<file path="config.mk">
export PLATFORM = sky130hd
export DESIGN_NAME = va_front
export DESIGN_NICKNAME = d
export VERILOG_FILES = /design/src/hdl/va_pkg.sv /design/src/hdl/va_front.sv
export SDC_FILE = /design/constraint.sdc
export NUM_CORES = 1
export LEC_CHECK = 0
export ABC_CLOCK_PERIOD_IN_PS = 6700
export BUFFER_PORTS_ARGS = -buffer_cell sky130_fd_sc_hd__buf_2
export CORE_AREA = 2 2 119 121
export DETAILED_ROUTE_END_ITERATION = 16
export DIE_AREA = 0 0 121 123
export PLACE_DENSITY = 0.75
export SYNTH_ARGS = -nofsm -noshare
export SYNTH_HDL_FRONTEND = slang
export SYNTH_SLANG_ARGS = --single-unit
</file>
<file path="constraint.sdc">
create_clock -name clk -period 6.7 [get_ports clk]
set_input_delay 0.67 -clock clk [delete_from_list [all_inputs] [get_ports clk]]
set_output_delay 0.67 -clock clk [all_outputs]
set_load 0.05 [all_outputs]
</file>
<file path="src/hdl/va_pkg.sv">
`timescale 1ns / 1ps
`default_nettype none
package va_pkg;

	localparam int FRAC_BITS = 16;
	localparam int QW = 32;
	localparam int DW = QW + FRAC_BITS;
	localparam int DCW = $clog2(DW);
	localparam int QDEPTH = 4;
	localparam int QAW = $clog2(QDEPTH);
	localparam int CW = 68;

	typedef enum logic [2:0] {
		OP_ADD   = 3'd0,
		OP_SUB   = 3'd1,
		OP_MUL   = 3'd2,
		OP_DIV   = 3'd3,
		OP_SCALE = 3'd4,
		OP_DOT   = 3'd5,
		OP_NORM  = 3'd6,
		OP_REFL  = 3'd7
	} op_t;

	typedef struct packed {
		logic use_mul;
		logic use_sf;
		logic use_div;
		logic use_norm;
	} cls_t;

	typedef struct packed {
		op_t                op;
		cls_t               cls;
		logic signed [31:0] ax;
		logic signed [31:0] ay;
		logic signed [31:0] bx;
		logic signed [31:0] by;
		logic signed [15:0] sf;
	} req_t;

	// {clipped flag, value clipped to the signed QW-bit range}
	function automatic logic [QW:0] clip_q(input logic signed [CW-1:0] v);
		logic signed [CW-1:0] hi;
		logic signed [CW-1:0] lo;
		hi = {{(CW-QW+1){1'b0}}, {(QW-1){1'b1}}};
		lo = ~hi;
		if (v > hi) begin
			return {1'b1, hi[QW-1:0]};
		end else if (v < lo) begin
			return {1'b1, lo[QW-1:0]};
		end
		return {1'b0, v[QW-1:0]};
	endfunction

endpackage
`default_nettype wire

</file>
<file path="src/hdl/va_front.sv">
`timescale 1ns / 1ps
`default_nettype none
module va_front (
	input  wire logic                 clk,
	input  wire logic                 arst_n,
	input  wire logic                 start,
	input  wire logic [2:0]           req_type,
	input  wire logic signed [31:0]   a_x,
	input  wire logic signed [31:0]   a_y,
	input  wire logic signed [31:0]   b_x,
	input  wire logic signed [31:0]   b_y,
	input  wire logic signed [15:0]   scale_factor,
	input  wire logic [va_pkg::QAW:0] q_count,
	output logic                      busy,
	output logic                      push,
	output va_pkg::req_t              push_data
);
	import va_pkg::*;

	logic               valid_s1;
	req_t               req_s1;
	logic [QAW+1:0]     occ;
	logic               accept;
	op_t                op;
	cls_t               cls;

	assign occ    = (QAW+2)'(q_count) + (QAW+2)'(valid_s1);
	assign busy   = occ >= (QAW+2)'(QDEPTH);
	assign accept = start && !busy;
	assign op     = op_t'(req_type);

	// sort the request by the units it needs in the back end
	always_comb begin
		cls = '0;
		unique case (op)
			OP_MUL, OP_DOT: cls.use_mul = 1'b1;
			OP_SCALE: begin
				cls.use_mul = 1'b1;
				cls.use_sf  = 1'b1;
			end
			OP_DIV:  cls.use_div = 1'b1;
			OP_NORM: cls.use_norm = 1'b1;
			OP_REFL: begin
				cls.use_mul  = 1'b1;
				cls.use_norm = 1'b1;
			end
			default: cls = '0;
		endcase
	end

	always_ff @(posedge clk or negedge arst_n) begin
		if (!arst_n) begin
			valid_s1 <= 1'b0;
		end else begin
			valid_s1 <= accept;
		end
	end

	always_ff @(posedge clk) begin
		if (accept) begin
			req_s1 <= '{op: op, cls: cls, ax: a_x, ay: a_y, bx: b_x, by: b_y,
				sf: scale_factor};
		end
	end

	assign push      = valid_s1;
	assign push_data = req_s1;
endmodule
`default_nettype wire

</file>
# Word-level counts from Yosys, hierarchy flattened
# Index checks and enable logic that the tools add are counted.
# op_classes
multipliers,0
div_mod_pow,0
n_reduce_logical,4
add_sub_neg,1
n_eq_ne,6
bitwise,0
shift,0
order_cmp,1
muxes,4
# op_table
operator,n
$eq A3 B3 Y1 const B,4
$eq A3 B2 Y1 const B,2
$add A3 B1 Y4,1
$ge A4 B3 Y1 const B,1
$mux W1,4
$reduce_or A4 Y1,1
$reduce_or A2 Y1,1
$logic_and A1 B1 Y1,1
$logic_not A1 Y1,1
# word_totals
inputBits,153
romBits,0
output_inout_bits,153
mem_count,0
word_cells,27
latchBits,0
ff_bits,152
ram_bits,0

# Longest topological paths before layout
# depth
depth_word,4
depth_mapped,2
ltp_nobuf,2

# Worst setup path after synthesis
# No wires, ideal clock.
# synth_timing
path_type,input port to flip-flop
start,in q_count[0] (netlist name)
end,"reg req_s1, in the netlist push_data[0], enable pin"
arrival_time_ns,4.974
slack_ns,1.183
path_stages,2
cell_sequence,a31o_1 -> nor2_2
# synth_via
elab_chain_cells,4
# synth_rtl
element,line,source
"start, declared",va_front.sv:13,"input wire logic [va_pkg::QAW:0] q_count,"
$add A3 B1 Y4,va_front.sv:27,assign occ = (QAW+2)'(q_count) + (QAW+2)'(valid_s1);
$ge A4 B3 Y1,va_front.sv:28,assign busy = occ >= (QAW+2)'(QDEPTH);
$logic_not A1 Y1,va_front.sv:29,assign accept = start && !busy;
$logic_and A1 B1 Y1,va_front.sv:29,
named net accept,va_front.sv:23,logic accept;
"end signal, assigned",va_front.sv:61,"req_s1 <= '{op: op, cls: cls, ax: a_x, ay: a_y, bx: b_x, by: b_y,"
"end, declared",va_front.sv:21,req_t req_s1;
# The timed path passes the listed nets, and every way through them passes these cells.
# A chain may end at the register's enable or synchronous reset.

# Final worst setup path
# layout_timing
start,reg valid_s1 (netlist: push)
end,"reg req_s1, in the netlist push_data[59], enable pin"
# layout_via
elab_chain_cells,4
# layout_rtl
element,line,source
"start, declared",va_front.sv:20,logic valid_s1;
"start signal, assigned",va_front.sv:55,valid_s1 <= accept;
$add A3 B1 Y4,va_front.sv:27,
$ge A4 B3 Y1,va_front.sv:28,
$logic_not A1 Y1,va_front.sv:29,
$logic_and A1 B1 Y1,va_front.sv:29,
named net accept,va_front.sv:23,
# The timed path passes the listed nets, and every way through them passes these cells.

==> impl_metrics.env <==
export IMPL_ant_nets=0
export IMPL_period_minus_slack_ns=2.77
export IMPL_clockBufferDepth=2
export IMPL_drv_slew=0
export IMPL_syn_num_nets=314
export IMPL_ys_seq_area_share_pct=98.8
export IMPL_drv_cap=0
export IMPL_tightest_slew_ns=1.03
export IMPL_fp_dieW_um=121
export IMPL_synth_top_area_share_pct=98.3
export IMPL_p_total_mw=2.27
export IMPL_grt_pass1_wl_um=14600
export IMPL_regArea_um2=4560
export IMPL_viasPerCell=4.16
export IMPL_die_y_um=123
export IMPL_finalNetCount=641
export IMPL_area_delta_synth_final_pct=51.3
export IMPL_synth_avg_cell_area_um2=28.7
export IMPL_status="finished, final reports clean"
export IMPL_finalHoldViolCount=0
export IMPL_dp_cells=648
export IMPL_diodes=0
export IMPL_grt_start_max_net_pins=82
export IMPL_power_density_nw_per_um2=326
export IMPL_grt_pass1_vias=2845
export IMPL_synthesis_area_um2=4610
export IMPL_ys_seq_elements=152
export IMPL_start_util_pct=33.9
export IMPL_place_area_um2=6390
export IMPL_cts_sinks=152
export IMPL_antenna_found_initial=1
export IMPL_critical_path_class="flop to flop"
export IMPL_clock_fmax_mhz=361
export IMPL_synth_edff_count=151
export IMPL_first_pass_iters=4
export IMPL_clock_latency_ns=0.42
export IMPL_fin_cells=681
export IMPL_drtIter0Drc=166
export IMPL_drc=0
export IMPL_ys_types=11
export IMPL_cp_max_fo=81
export IMPL_setup_viol=0
export IMPL_drt_wl_total_um=10400
export IMPL_endpoint_kind="flop"
export IMPL_synthArstFlopShare_pct=0.658
export IMPL_wl_per_cell_um=15.3
export IMPL_timing_final_crit_share_pct=41.4
export IMPL_hold_path_class="input port to flop"
export IMPL_drive_gt1_share_pct=67.1
export IMPL_dieArea_um2=14900
export IMPL_maxSlewHeadroom_pct=31.4
export IMPL_clock_root_buffer="clkbuf_16"
export IMPL_grt_setup_unrepaired="false"
export IMPL_tns_ns=0
export IMPL_ctsHoldBuffers=1
export IMPL_yosys_warnings=0
export IMPL_final_util_pct=51.3
export IMPL_clk_pin_slew_ns=0.06
export IMPL_vdd_drop_max_mv=0.191
export IMPL_portBuffers=305
export IMPL_yosysMostFrequentCell="edfxtp_1"
export IMPL_startpoint_type="flop"
export IMPL_netlist_instances=161
export IMPL_yosys_top_cells_area="edfxtp_1 (98%), dfrtp_1 (0.54%), a31o_1 (0.19%)"
export IMPL_tritoncts="built"
export IMPL_dpl_hpwl_um=8070
export IMPL_cp_required_ns=6.73
export IMPL_row_count=43
export IMPL_n_fill_cell=1159
export IMPL_cts_repair_resized=0
export IMPL_final_area_um2=6980
export IMPL_postCtsSetupBuffers=0
export IMPL_yosys_area_top_type="edfxtp_1"
export IMPL_p_leak_nw=2.96
export IMPL_core_area_um2=13600
export IMPL_grt_overflow=0
export IMPL_multi_input_area_um2=56.3
export IMPL_dr_total_vias=2835
export IMPL_track_usage_pct=13.5
export IMPL_skew_ns=0.0101
export IMPL_ys_flop_type="edfxtp_1"
export IMPL_cts_max_level=4
export IMPL_io_pins=306
export IMPL_numCtsBuffers=17
export IMPL_crit_arrival_ns=2.80
export IMPL_place_congestion=0.718
layout by cell type, fill, tap and decap left out:
| cell type | n |
|---|---|
| buf_2 | 305 |
| edfxtp_1 | 151 |
| clkbuf_16 | 17 |
| clkinv_2 | 4 |
| clkinv_1 | 3 |
| bufinv_16 | 3 |
| inv_6 | 2 |
| buf_4 | 2 |
| a31o_1 | 1 |
| and2_1 | 1 |
| nor3b_1 | 1 |
| nand2b_1 | 1 |
| xnor2_1 | 1 |
| inv_1 | 1 |
| nor2_4 | 1 |
| nand2_1 | 1 |
| nor2_1 | 1 |
| clkbuf_1 | 1 |
| clkinv_4 | 1 |
| clkinvlp_4 | 1 |
| dlygate4sd3_1 | 1 |
| dfrtp_1 | 1 |
final timing paths:
check | cells after the start | start | endpoint | slack (ns)
worst min-delay path | 1 | a_x[17] | push_data[129] | 0.42
worst min register to register | 3 | push | push_data[92] | 1.22
min in group asynchronous | 2 | arst_n | push | 0.56
worst max register to register | 4 | push | push_data[59] | 3.93
max in group asynchronous | 2 | arst_n | push | 6.06
worst max-delay path | 4 | push | push_data[59] | 3.93
worst max-delay path, cell delays in order (launching register included):
cell     delay, ns
dfrtp_1       0.37
a31o_1        0.25
nor2_4        0.08
buf_4         0.66
buf_4         0.87
kinds of logic (layout without fill, tap and decap cells):
group                     count (synthesis)  count (layout)  share of synthesized area [%]
xor gates and xnor gates                  1               1                          0.190
AOI/OAI and AO/OA                         1               1                          0.190
DFF                                     152             152                           98.8
and+or+nand+nor                           6               6                          0.732
buffers and inverters                     1             341                         0.0813
report_power, final:
part | total, mW | leakage (nW) | internal (mW) | switching, mW
Clock | 0.928 | 0.287 | 0.581 | 0.347
Combinational | 0.239 | 1.24 | 0.0577 | 0.182
Sequential | 1.10 | 1.43 | 1.10 | 0.00890
flip-flops by register name (all words and copies together) (netlist names):
register,cells
push,1
push_data,151
through the flow:
step / hold slack (ns) / setup WS [ns]
finish: 0.424 / 3.93
global route: 0.404 / 3.74
CTS: 0.406 / 3.93
detailed placement: 0.446 / 3.54
global placement: 0.445 / 3.61
floorplan: 0.374 / 1.18
area by class of cell:
| class | instances | area share, % |
|---|---|---|
| Clock buffer | 18 | 6.15 |
| Clock inverter | 14 | 2.22 |
| Inverter | 1 | 0.0538 |
| Multi-Input combinational cell | 8 | 0.807 |
| Sequential cell | 152 | 65.3 |
| Tap cell | 180 | 3.23 |
| Timing Repair Buffer | 308 | 22.2 |
per-layer routing:
layer,routed length (µm),vias up,share of wire [%],track usage (%)
met3,1230,12,12,6.64
met5,0,-,0,0
li1,-,1309,-,-
met2,5210,176,50,21.3
met4,162,0,1.6,6.54
met1,3840,1338,37,15.3
No activity file was read; power rests on OpenSTA's default activity.
