--- config.mk ---
export PLATFORM = sky130hd
export DESIGN_NAME = va_queue
export DESIGN_NICKNAME = d
export VERILOG_FILES = /design/src/hdl/va_pkg.sv /design/src/hdl/va_queue.sv
export SDC_FILE = /design/constraint.sdc
export NUM_CORES = 1
export LEC_CHECK = 0
export ABC_AREA = 1
export BUFFER_PORTS_ARGS = -buffer_cell sky130_fd_sc_hd__buf_2
export CORE_MARGIN = 4
export CORE_UTILIZATION = 40
export DETAILED_ROUTE_END_ITERATION = 8
export SYNTH_ARGS = -nofsm -noshare
export SYNTH_HDL_FRONTEND = slang
export SYNTH_SLANG_ARGS = --single-unit
--- constraint.sdc ---
create_clock -name clk -period 6.46 [get_ports clk]
set_input_delay 1.292 -clock clk [delete_from_list [all_inputs] [get_ports clk]]
set_output_delay 1.292 -clock clk [all_outputs]
set_load 0.01 [all_outputs]
--- src/hdl/va_pkg.sv ---
`timescale 1ns / 1ps
`default_nettype none
package va_pkg;

	localparam int FRAC_BITS = 16;
	localparam int QW = 32;
	localparam int DW = QW + FRAC_BITS;
	localparam int DCW = $clog2(DW);
	localparam int QDEPTH = 4;
	localparam int QAW = $clog2(QDEPTH);
	localparam int CW = 68;

	typedef enum logic [2:0] {
		OP_ADD   = 3'd0,
		OP_SUB   = 3'd1,
		OP_MUL   = 3'd2,
		OP_DIV   = 3'd3,
		OP_SCALE = 3'd4,
		OP_DOT   = 3'd5,
		OP_NORM  = 3'd6,
		OP_REFL  = 3'd7
	} op_t;

	typedef struct packed {
		logic use_mul;
		logic use_sf;
		logic use_div;
		logic use_norm;
	} cls_t;

	typedef struct packed {
		op_t                op;
		cls_t               cls;
		logic signed [31:0] ax;
		logic signed [31:0] ay;
		logic signed [31:0] bx;
		logic signed [31:0] by;
		logic signed [15:0] sf;
	} req_t;

	// {clipped flag, value clipped to the signed QW-bit range}
	function automatic logic [QW:0] clip_q(input logic signed [CW-1:0] v);
		logic signed [CW-1:0] hi;
		logic signed [CW-1:0] lo;
		hi = {{(CW-QW+1){1'b0}}, {(QW-1){1'b1}}};
		lo = ~hi;
		if (v > hi) begin
			return {1'b1, hi[QW-1:0]};
		end else if (v < lo) begin
			return {1'b1, lo[QW-1:0]};
		end
		return {1'b0, v[QW-1:0]};
	endfunction

endpackage
`default_nettype wire

--- src/hdl/va_queue.sv ---
`timescale 1ns / 1ps
`default_nettype none
module va_queue (
	input  wire logic                 clk,
	input  wire logic                 arst_n,
	input  wire logic                 push,
	input  wire va_pkg::req_t         push_data,
	input  wire logic                 pop,
	output logic                      q_valid,
	output va_pkg::req_t              q_data,
	output logic [va_pkg::QAW:0]      q_count
);
	import va_pkg::*;

	req_t           mem_q [QDEPTH];
	logic [QAW-1:0] wr_ptr_q;
	logic [QAW-1:0] rd_ptr_q;
	logic [QAW:0]   count_q;
	logic           do_pop;

	assign do_pop  = pop && (count_q != '0);
	assign q_valid = count_q != '0;
	assign q_data  = mem_q[rd_ptr_q];
	assign q_count = count_q;

	always_ff @(posedge clk or negedge arst_n) begin
		if (!arst_n) begin
			wr_ptr_q <= '0;
			rd_ptr_q <= '0;
			count_q  <= '0;
		end else begin
			if (push) begin
				wr_ptr_q <= wr_ptr_q + 1'b1;
			end
			if (do_pop) begin
				rd_ptr_q <= rd_ptr_q + 1'b1;
			end
			if (push && !do_pop) begin
				count_q <= count_q + 1'b1;
			end else if (!push && do_pop) begin
				count_q <= count_q - 1'b1;
			end
		end
	end

	always_ff @(posedge clk) begin
		if (push) begin
			mem_q[wr_ptr_q] <= push_data;
		end
	end
endmodule
`default_nettype wire

# Word-level counts from Yosys, hierarchy flattened
# Memory sizes are Yosys's and may differ from the RTL's.
# Cells that the tools add are included.
[op_classes] addsub=4 n_mux=4 reduce_logical=7
[ops] operator="$mux 3" n=2
[ops] operator="$add 2x1->2 const B" n=2
[ops] operator="$add 3x1->3 const B" n=1
[ops] operator="$logic_and 1x1->1" n=3
[ops] operator="$reduce_bool 3->1" n=1
[ops] operator="$sub 3x1->3 const B" n=1
[ops] operator="$logic_not 1->1" n=2
[ops] operator="$mux 1" n=2
[ops] operator="$reduce_bool 2->1" n=1
[word_totals] inputBits=155 reg_bits=7 elab_cells=19 mem_count=1 mem_bits_rw=604
[memory_table] memory="mem_q" depth=4 width=151 rd=1 rd_ports_with_merged_regs=0 wr=1 line="va_queue.sv:15" source="req_t mem_q [QDEPTH];"

# Logic depth before layout (Yosys ltp)
# Gate-level depths: netlist (run 1).
[depth] depth_word=5 depth_mapped=11 depth_no_buf=11

# Worst setup path after synthesis (run 1)
# OpenSTA, ideal clock, no wires.
[synth_path] kind="input -> register" startpoint="in push" endpoint="mem mem_q[1][0] in the netlist's numbering, enable pin" stages=3 n_path_buf=1 arrival_time_ns=4.502 setup_slack_ns=1.454 required_time_ns=5.956 cell_sequence="clkbuf_1 > nand2_1 > inv_1"
[synth_via] elab_chain_len=2
[synth_lines] item="start, declared" line="va_queue.sv:6" source="input wire logic push,"
[synth_lines] item="$mux 1" line="va_queue.sv:47" source="if (push) begin"
[synth_lines] item="$mux 1 (implied by the code)" line="va_queue.sv:48" source="mem_q[wr_ptr_q] <= push_data;"
[synth_lines] item="end, declared" line="va_queue.sv:15"
# Every way passes these cells.

==> impl_metrics.yaml, run 1 <==
pwr:
  switchingPower_mw: 4.73
  internal_power_mw: 8.85
  post_layout_total_power_mw: 13.6
  netSwitchingFraction_pct: 34.8
  pwr-share-clk_pct: 27.8
  power.sequential.fraction_pct: 39.9
  p_leak_nw: 11.7
  cellPowerDensity_nw_per_um2: 466
  ir_drop_mv: 0.355
  pwr-share-comb_pct: 32.3
worst_setup_path:
  critPathArrivalTime_ps: 2910
  worst_r2r_path_depth: 5
  crit_type: "flop to output port"
  cp.required_ps: 5170
  type_of_destination_of_the_critical_path: "output port"
  critical_path_peak_fanout: 145
  worstSetupStartpointType: "flop"
cells_and_area:
  drive_above_1_share_pct: 23.8
  finish.net_count: 2268
  area_growth_pct: 17.4
cts:
  cts_hold_repair_buffers: 0
  cts_made_buffers: 67
  cts-resized-gates: 0
  clock_latency_ps: 580
  buffer_count_from_post_cts_setup_fixing: 0
  root_buffer: "clkbuf_16"
  cts_tree: "yes"
  clk_path_buf_depth: 3
  numClockSinks: 611
  clk_pin_slew_worst_paths_ps: 60
  ctsHtreeMaxLevel: 3
synth:
  synth_largest_area_cell: "edfxtp_1"
  ys.warnings.count: 0
  fraction_of_the_mapped_netlist_area_in_compound_gates_pct: 10.9
  asyncSetResetFlopFracSynth_pct: 1.15
  yosys.cell_count.top_type: "edfxtp_1"
  count_of_flip_flops_with_a_built_in_enable_after_synthesis: 604
  yosys.cell_types.count: 20
  synth_commonest_cells: "edfxtp_1, nand2_1, inv_1"
  yosys_most_used_dff: "edfxtp_1"
  synth_top_area_share_pct: 73.0
  synth_area_um2: 24800
  synth.area.mux_share_pct: 0
  yosys.area_share.xor_xnor_pct: 0.0705
  yosys_register_bits: 611
  avgSynthCellArea_um2: 13.7
  main_combinational_cell_family_by_area_after_synthesis: "compound AO/OA/AOI/OAI gates"
  synth.top_cells.by_area: "edfxtp_1, nand2_1, o211ai_1"
  synthesis.nets: 1977
  synth.yosys.seq_area_share_pct: 73.7
  synth_simple_gate_area_share_pct: 7.25
  synthAdderAreaFrac_pct: 0.333
  number_of_standard_cells_after_synthesis: 1816
die:
  design.die.area_um2: 66100
  die_y_um: 257
  placement_rows: 91
  boundaryPins: 310
  core_area_um2: 61600
  start_util_pct: 40.3
  die_width_um: 257
timing:
  worst_slew_slack_as_a_fraction_of_its_limit_pct: 45.0
  totalNegativeSetupSlack_ps: 0
  least_margin_pin_slew_ps: 826
  max_freq_ghz: 0.238
  setup-violations-final: 0
  finalMaxSlewViolations: 0
  timing.clock.skew_ps: 8.78
  rsz_0062_raised_after_global_routing: "no"
  min_period_ps: 4200
  report.final.hold_viol_count: 0
  final_min_period_over_clock_period_pct: 65.0
routing:
  avgRoutedWirePerCell_um: 17.3
  post-route-drc-count: 0
  first_iter_violations: 699
  dr.pass1.iters: 7
  vias: 14100
  antenna_violating_nets_post_route: 0
  wirelength_um: 52100
  routed_via_density: 4.71
worst_hold_path:
  min-delay-path-class: "flop to flop"
  whs_path_depth: 2
place:
  dpl.hpwl_um: 28800
  gp_congestion: 0.730
  buffer_ports.inserted: 309
grt:
  grt_pass1_wl_um: 80300
  grt_most_used_layer: "met2"
  gr-usage-met1_pct: 19.3
  gr-usage-met2_pct: 26.1
  grt_antenna_before_repair: 15
  grt_overflow: 0
  grt.total_usage_pct: 15.6
  grt.met3_usage_pct: 5.14
  grt_pass1_vias: 14200
  grt_start_max_net_pins: 146
job:
  max_cap_violations: 0
status:
  status: "finished clean"
final timing paths:
| check | from | slack [ps] | endpoint |
|---|---|---|---|
| worst max-delay path | rd_ptr_q[0] | 2260 | q_data[109] |
| worst min-delay path | q_count[2] | 500 | q_count[2] |
| worst max register to register | wr_ptr_q[0] | 4080 | mem_q[2][6] |
| worst min register to register | q_count[2] | 500 | q_count[2] |
| max in group asynchronous | arst_n | 5720 | rd_ptr_q[1] |
| min in group asynchronous | arst_n | 540 | q_count[1] |
cells by family after synthesis:
group,Yosys count
flip-flops,611
AND/OR/NAND/NOR,478
buffers and inverters,416
AO/OA/AOI/OAI,303
adder cells (fa/ha/maj),6
XOR/XNOR,2
layout make-up:
class | instances | area [um2]
fillers | 5373 | 32400
flip-flops and latches | 611 | 18300
multi-input cells | 789 | 4600
clock buffers | 82 | 1800
repair buffers | 323 | 1750
inverters | 315 | 1210
well taps | 837 | 1050
clock inverters | 42 | 415
diodes | 5 | 12.5
sequential cells by signal, indices dropped and copies added, names as in the netlist:
signal / flops
mem_q: 604
q_count: 3
rd_ptr_q: 2
wr_ptr_q: 2
power groups by stage:
| stage | sequential, mW | combinational, mW | clock, mW |
|---|---|---|---|
| 2_1_floorplan | 5.51 | 3.07 | 0 |
| 3_3_place_gp | 5.48 | 4.44 | 0 |
| 3_5_place_dp | 5.50 | 4.50 | 0 |
| 4_1_cts | 5.42 | 4.52 | 3.90 |
| 5_1_grt | 5.47 | 4.90 | 4.08 |
| 6_report | 5.41 | 4.39 | 3.78 |
worst max-delay path, stage by stage (launching register included):
cell,delay [ps]
dfrtp_1,450
inv_8,600
buf_4,700
nand2_1,170
o211ai_2,110
nand2_1,80
buf_2,140
layout by cell type (no fill, tap or decap), types with 2 or more instances in the layout:
cell type,instances
buf_12,8
clkbuf_16,70
inv_1,309
ha_1,5
diode_2,5
edfxtp_1,604
bufinv_16,7
clkinv_1,13
clkinv_2,14
nand2_1,473
dfrtp_1,6
clkinv_4,2
clkinvlp_4,2
buf_4,6
clkbuf_1,12
buf_2,309
inv_6,6
nand3_1,3
o211ai_2,86
o211ai_1,216
stage by stage:
stage | hold slack (ps) | util (%) | area [um2] | worst slack (ps) | instances
6_report | 503 | 47.3 | 29200 | 2260 | 3004
5_1_grt | 524 | 47.3 | 29100 | 2010 | 3001
4_1_cts | 508 | 47.3 | 29100 | 2190 | 2999
3_5_place_dp | 492 | 43.7 | 26900 | 2850 | 2875
3_3_place_gp | 486 | 43.7 | 26900 | 2850 | 2875
2_1_floorplan | 483 | - | 24800 | 1450 | 1816
per-layer routing:
metal,wire length (um),up-vias,part of all wire (%)
li1,-,6940,-
met4,1120,20,2.1
met2,25300,294,49
met1,21900,6797,42
met5,136,-,0.26
met3,3600,94,6.9
(Power assumes the default switching activity.)
==> run 2: changes to the inputs <==
clock period = 3.8 ns   (was 6.46 ns; I/O delays follow)
==> run 2 against run 1 <==
  * Critical path depth stayed put
  * Critical endpoint is now q_data[50]
  * Design area is 0.20% higher
  * Count of clock-buffer cells in the layout is 9 higher
  * Sequential power is 68% higher
  * Utilization is 0.095 points higher
  * Critical path type unchanged
  * Combinational power is 77% higher
  * Largest cell class unchanged
  * Non-clock buffer count is 14 higher
  * Worst setup slack worse by 1700 ps
  * Via count is 0.76% higher
  * Clock skew is 14 ps higher
  * Sequential share of layout area is 0.13 points lower
  * Global-route usage is 0.13 points higher
==> impl_metrics.yaml, run 2 (synthesis gave the netlist of run 1 again) <==
routing:
  first_iter_violations: 756
  wirelength_um: 53200
  post-route-drc-count: 0
  vias: 14300
  dr.pass1.iters: 5
  avgRoutedWirePerCell_um: 17.7
  routed_via_density: 4.74
  antenna_violating_nets_post_route: 0
die:
  design.die.area_um2: 66100
  die_y_um: 257
  die_width_um: 257
  placement_rows: 91
  boundaryPins: 310
  start_util_pct: 40.3
  core_area_um2: 61600
cells_and_area:
  final_cells: 3009
  area_growth_pct: 17.6
  largest_register_ffs: 604
  utilization_pct: 47.4
  finish.net_count: 2282
  final_design_area_no_fill_um2: 29200
  most-common-layout-cells: "edfxtp_1, nand2_1, inv_1, buf_2, o211ai_1"
  drive_above_1_share_pct: 23.8
  layout.cells.most_common: "edfxtp_1"
  max_flop_register: "mem_q"
worst_setup_path:
  critPathArrivalTime_ps: 2440
  critPathTopFamily: "buffers and inverters"
  crit_path_max_delay_cell_type: "dfrtp_1"
  type_of_destination_of_the_critical_path: "output port"
  critical_path_depth: 6
  cp_slowest_stage_delay_ps: 450
  worstSetupStartpointType: "flop"
  cp.required_ps: 3040
  crit_type: "flop to output port"
  critical_path_buf_inv_count: 3
  worst_r2r_path_depth: 4
  worst_path_most_repeated_cell: "nand2_1"
  critical_path_peak_fanout: 121
  worstPathCellList: "inv_8, buf_12, nand2_1, o211ai_2, nand2_1, buf_2"
timing:
  finalMaxSlewViolations: 0
  least_margin_pin_slew_ps: 639
  final_min_period_over_clock_period_pct: 84.2
  report.final.hold_viol_count: 0
  worst_slew_slack_as_a_fraction_of_its_limit_pct: 57.4
  rsz_0062_raised_after_global_routing: "no"
  timing.clock.skew_ps: 23.0
  max_freq_ghz: 0.313
  setup-violations-final: 0
  min_period_ps: 3200
  totalNegativeSetupSlack_ps: 0
job:
  max_cap_violations: 0
pwr:
  cellPowerDensity_nw_per_um2: 784
  p_leak_nw: 11.7
  ir_drop_mv: 0.573
grt:
  grt_pass1_wl_um: 81400
  grt_start_max_net_pins: 122
  grt_antenna_before_repair: 12
  grt_overflow: 0
  grt_pass1_vias: 14200
  grt.total_usage_pct: 15.7
cts:
  cts_hold_repair_buffers: 1
  numClockSinks: 611
  buffer_count_from_post_cts_setup_fixing: 0
  root_buffer: "clkbuf_16"
  cts_made_buffers: 67
  clk_pin_slew_worst_paths_ps: 60
  cts-resized-gates: 0
  ctsHtreeMaxLevel: 3
  cts_tree: "yes"
  clock_latency_ps: 590
  clk_path_buf_depth: 3
place:
  dpl.hpwl_um: 31000
  placed_cell_area_um2: 27100
  buffer_ports.inserted: 309
  post-place-cells: 2888
  gp_congestion: 0.730
worst_hold_path:
  min-delay-path-class: "input port to flop"
  whs_path_depth: 1
status:
  status: "finished clean"
[run 2: worst paths after layout]
kind	from	end	slack [ps]
min reg2reg	q_count[2]	q_count[2]	490
max	rd_ptr_q[0]	q_data[50]	600
max in group asynchronous	arst_n	rd_ptr_q[1]	3070
max reg2reg	wr_ptr_q[0]	mem_q[3][0]	1740
min	push_data[33]	mem_q[1][33]	380
min in group asynchronous	arst_n	q_count[2]	540
[run 2: final cells by class]
type / count / area [um2]
Clock buffer: 91 / 1850
Tap cell: 837 / 1050
Clock inverter: 26 / 209
Antenna cell: 3 / 7.51
Fill cell: 5408 / 32400
Multi-Input combinational cell: 789 / 4600
Sequential cell: 611 / 18300
Inverter: 315 / 1210
Timing Repair Buffer: 337 / 1970
[run 2: metrics by stage]
stage | power, mW | worst slack [ps] | hold WS [ps]
final | 22.9 | 601 | 384
after global routing | 24.3 | 436 | 350
after CTS | 23.3 | 566 | 328
after detailed placement | 17.2 | 1230 | 475
after global placement | 17.0 | 1300 | 472
after floorplan | 14.5 | 147 | 464
[run 2: report_power, final]
part	internal (mW)	total, mW	switching, mW
Clock	3.55	6.05	2.50
Combinational	2.51	7.75	5.24
Sequential	8.81	9.11	0.306
[run 2: worst register-to-register path: cells and delay by family, from the launching register on]
family	cells	cell delay (ps)
adders and majority gates	1	210
and+or+nand+nor	1	100
buffers and inverters	2	970
DFF	1	420
[run 2: routing by layer]
metal | track usage [%] | wire [um] | up-vias
met5 | 0 | 109 | -
met4 | 4.29 | 929 | 18
met3 | 4.48 | 3480 | 82
met2 | 27.6 | 27000 | 297
met1 | 19.1 | 21700 | 6884
li1 | - | - | 6972
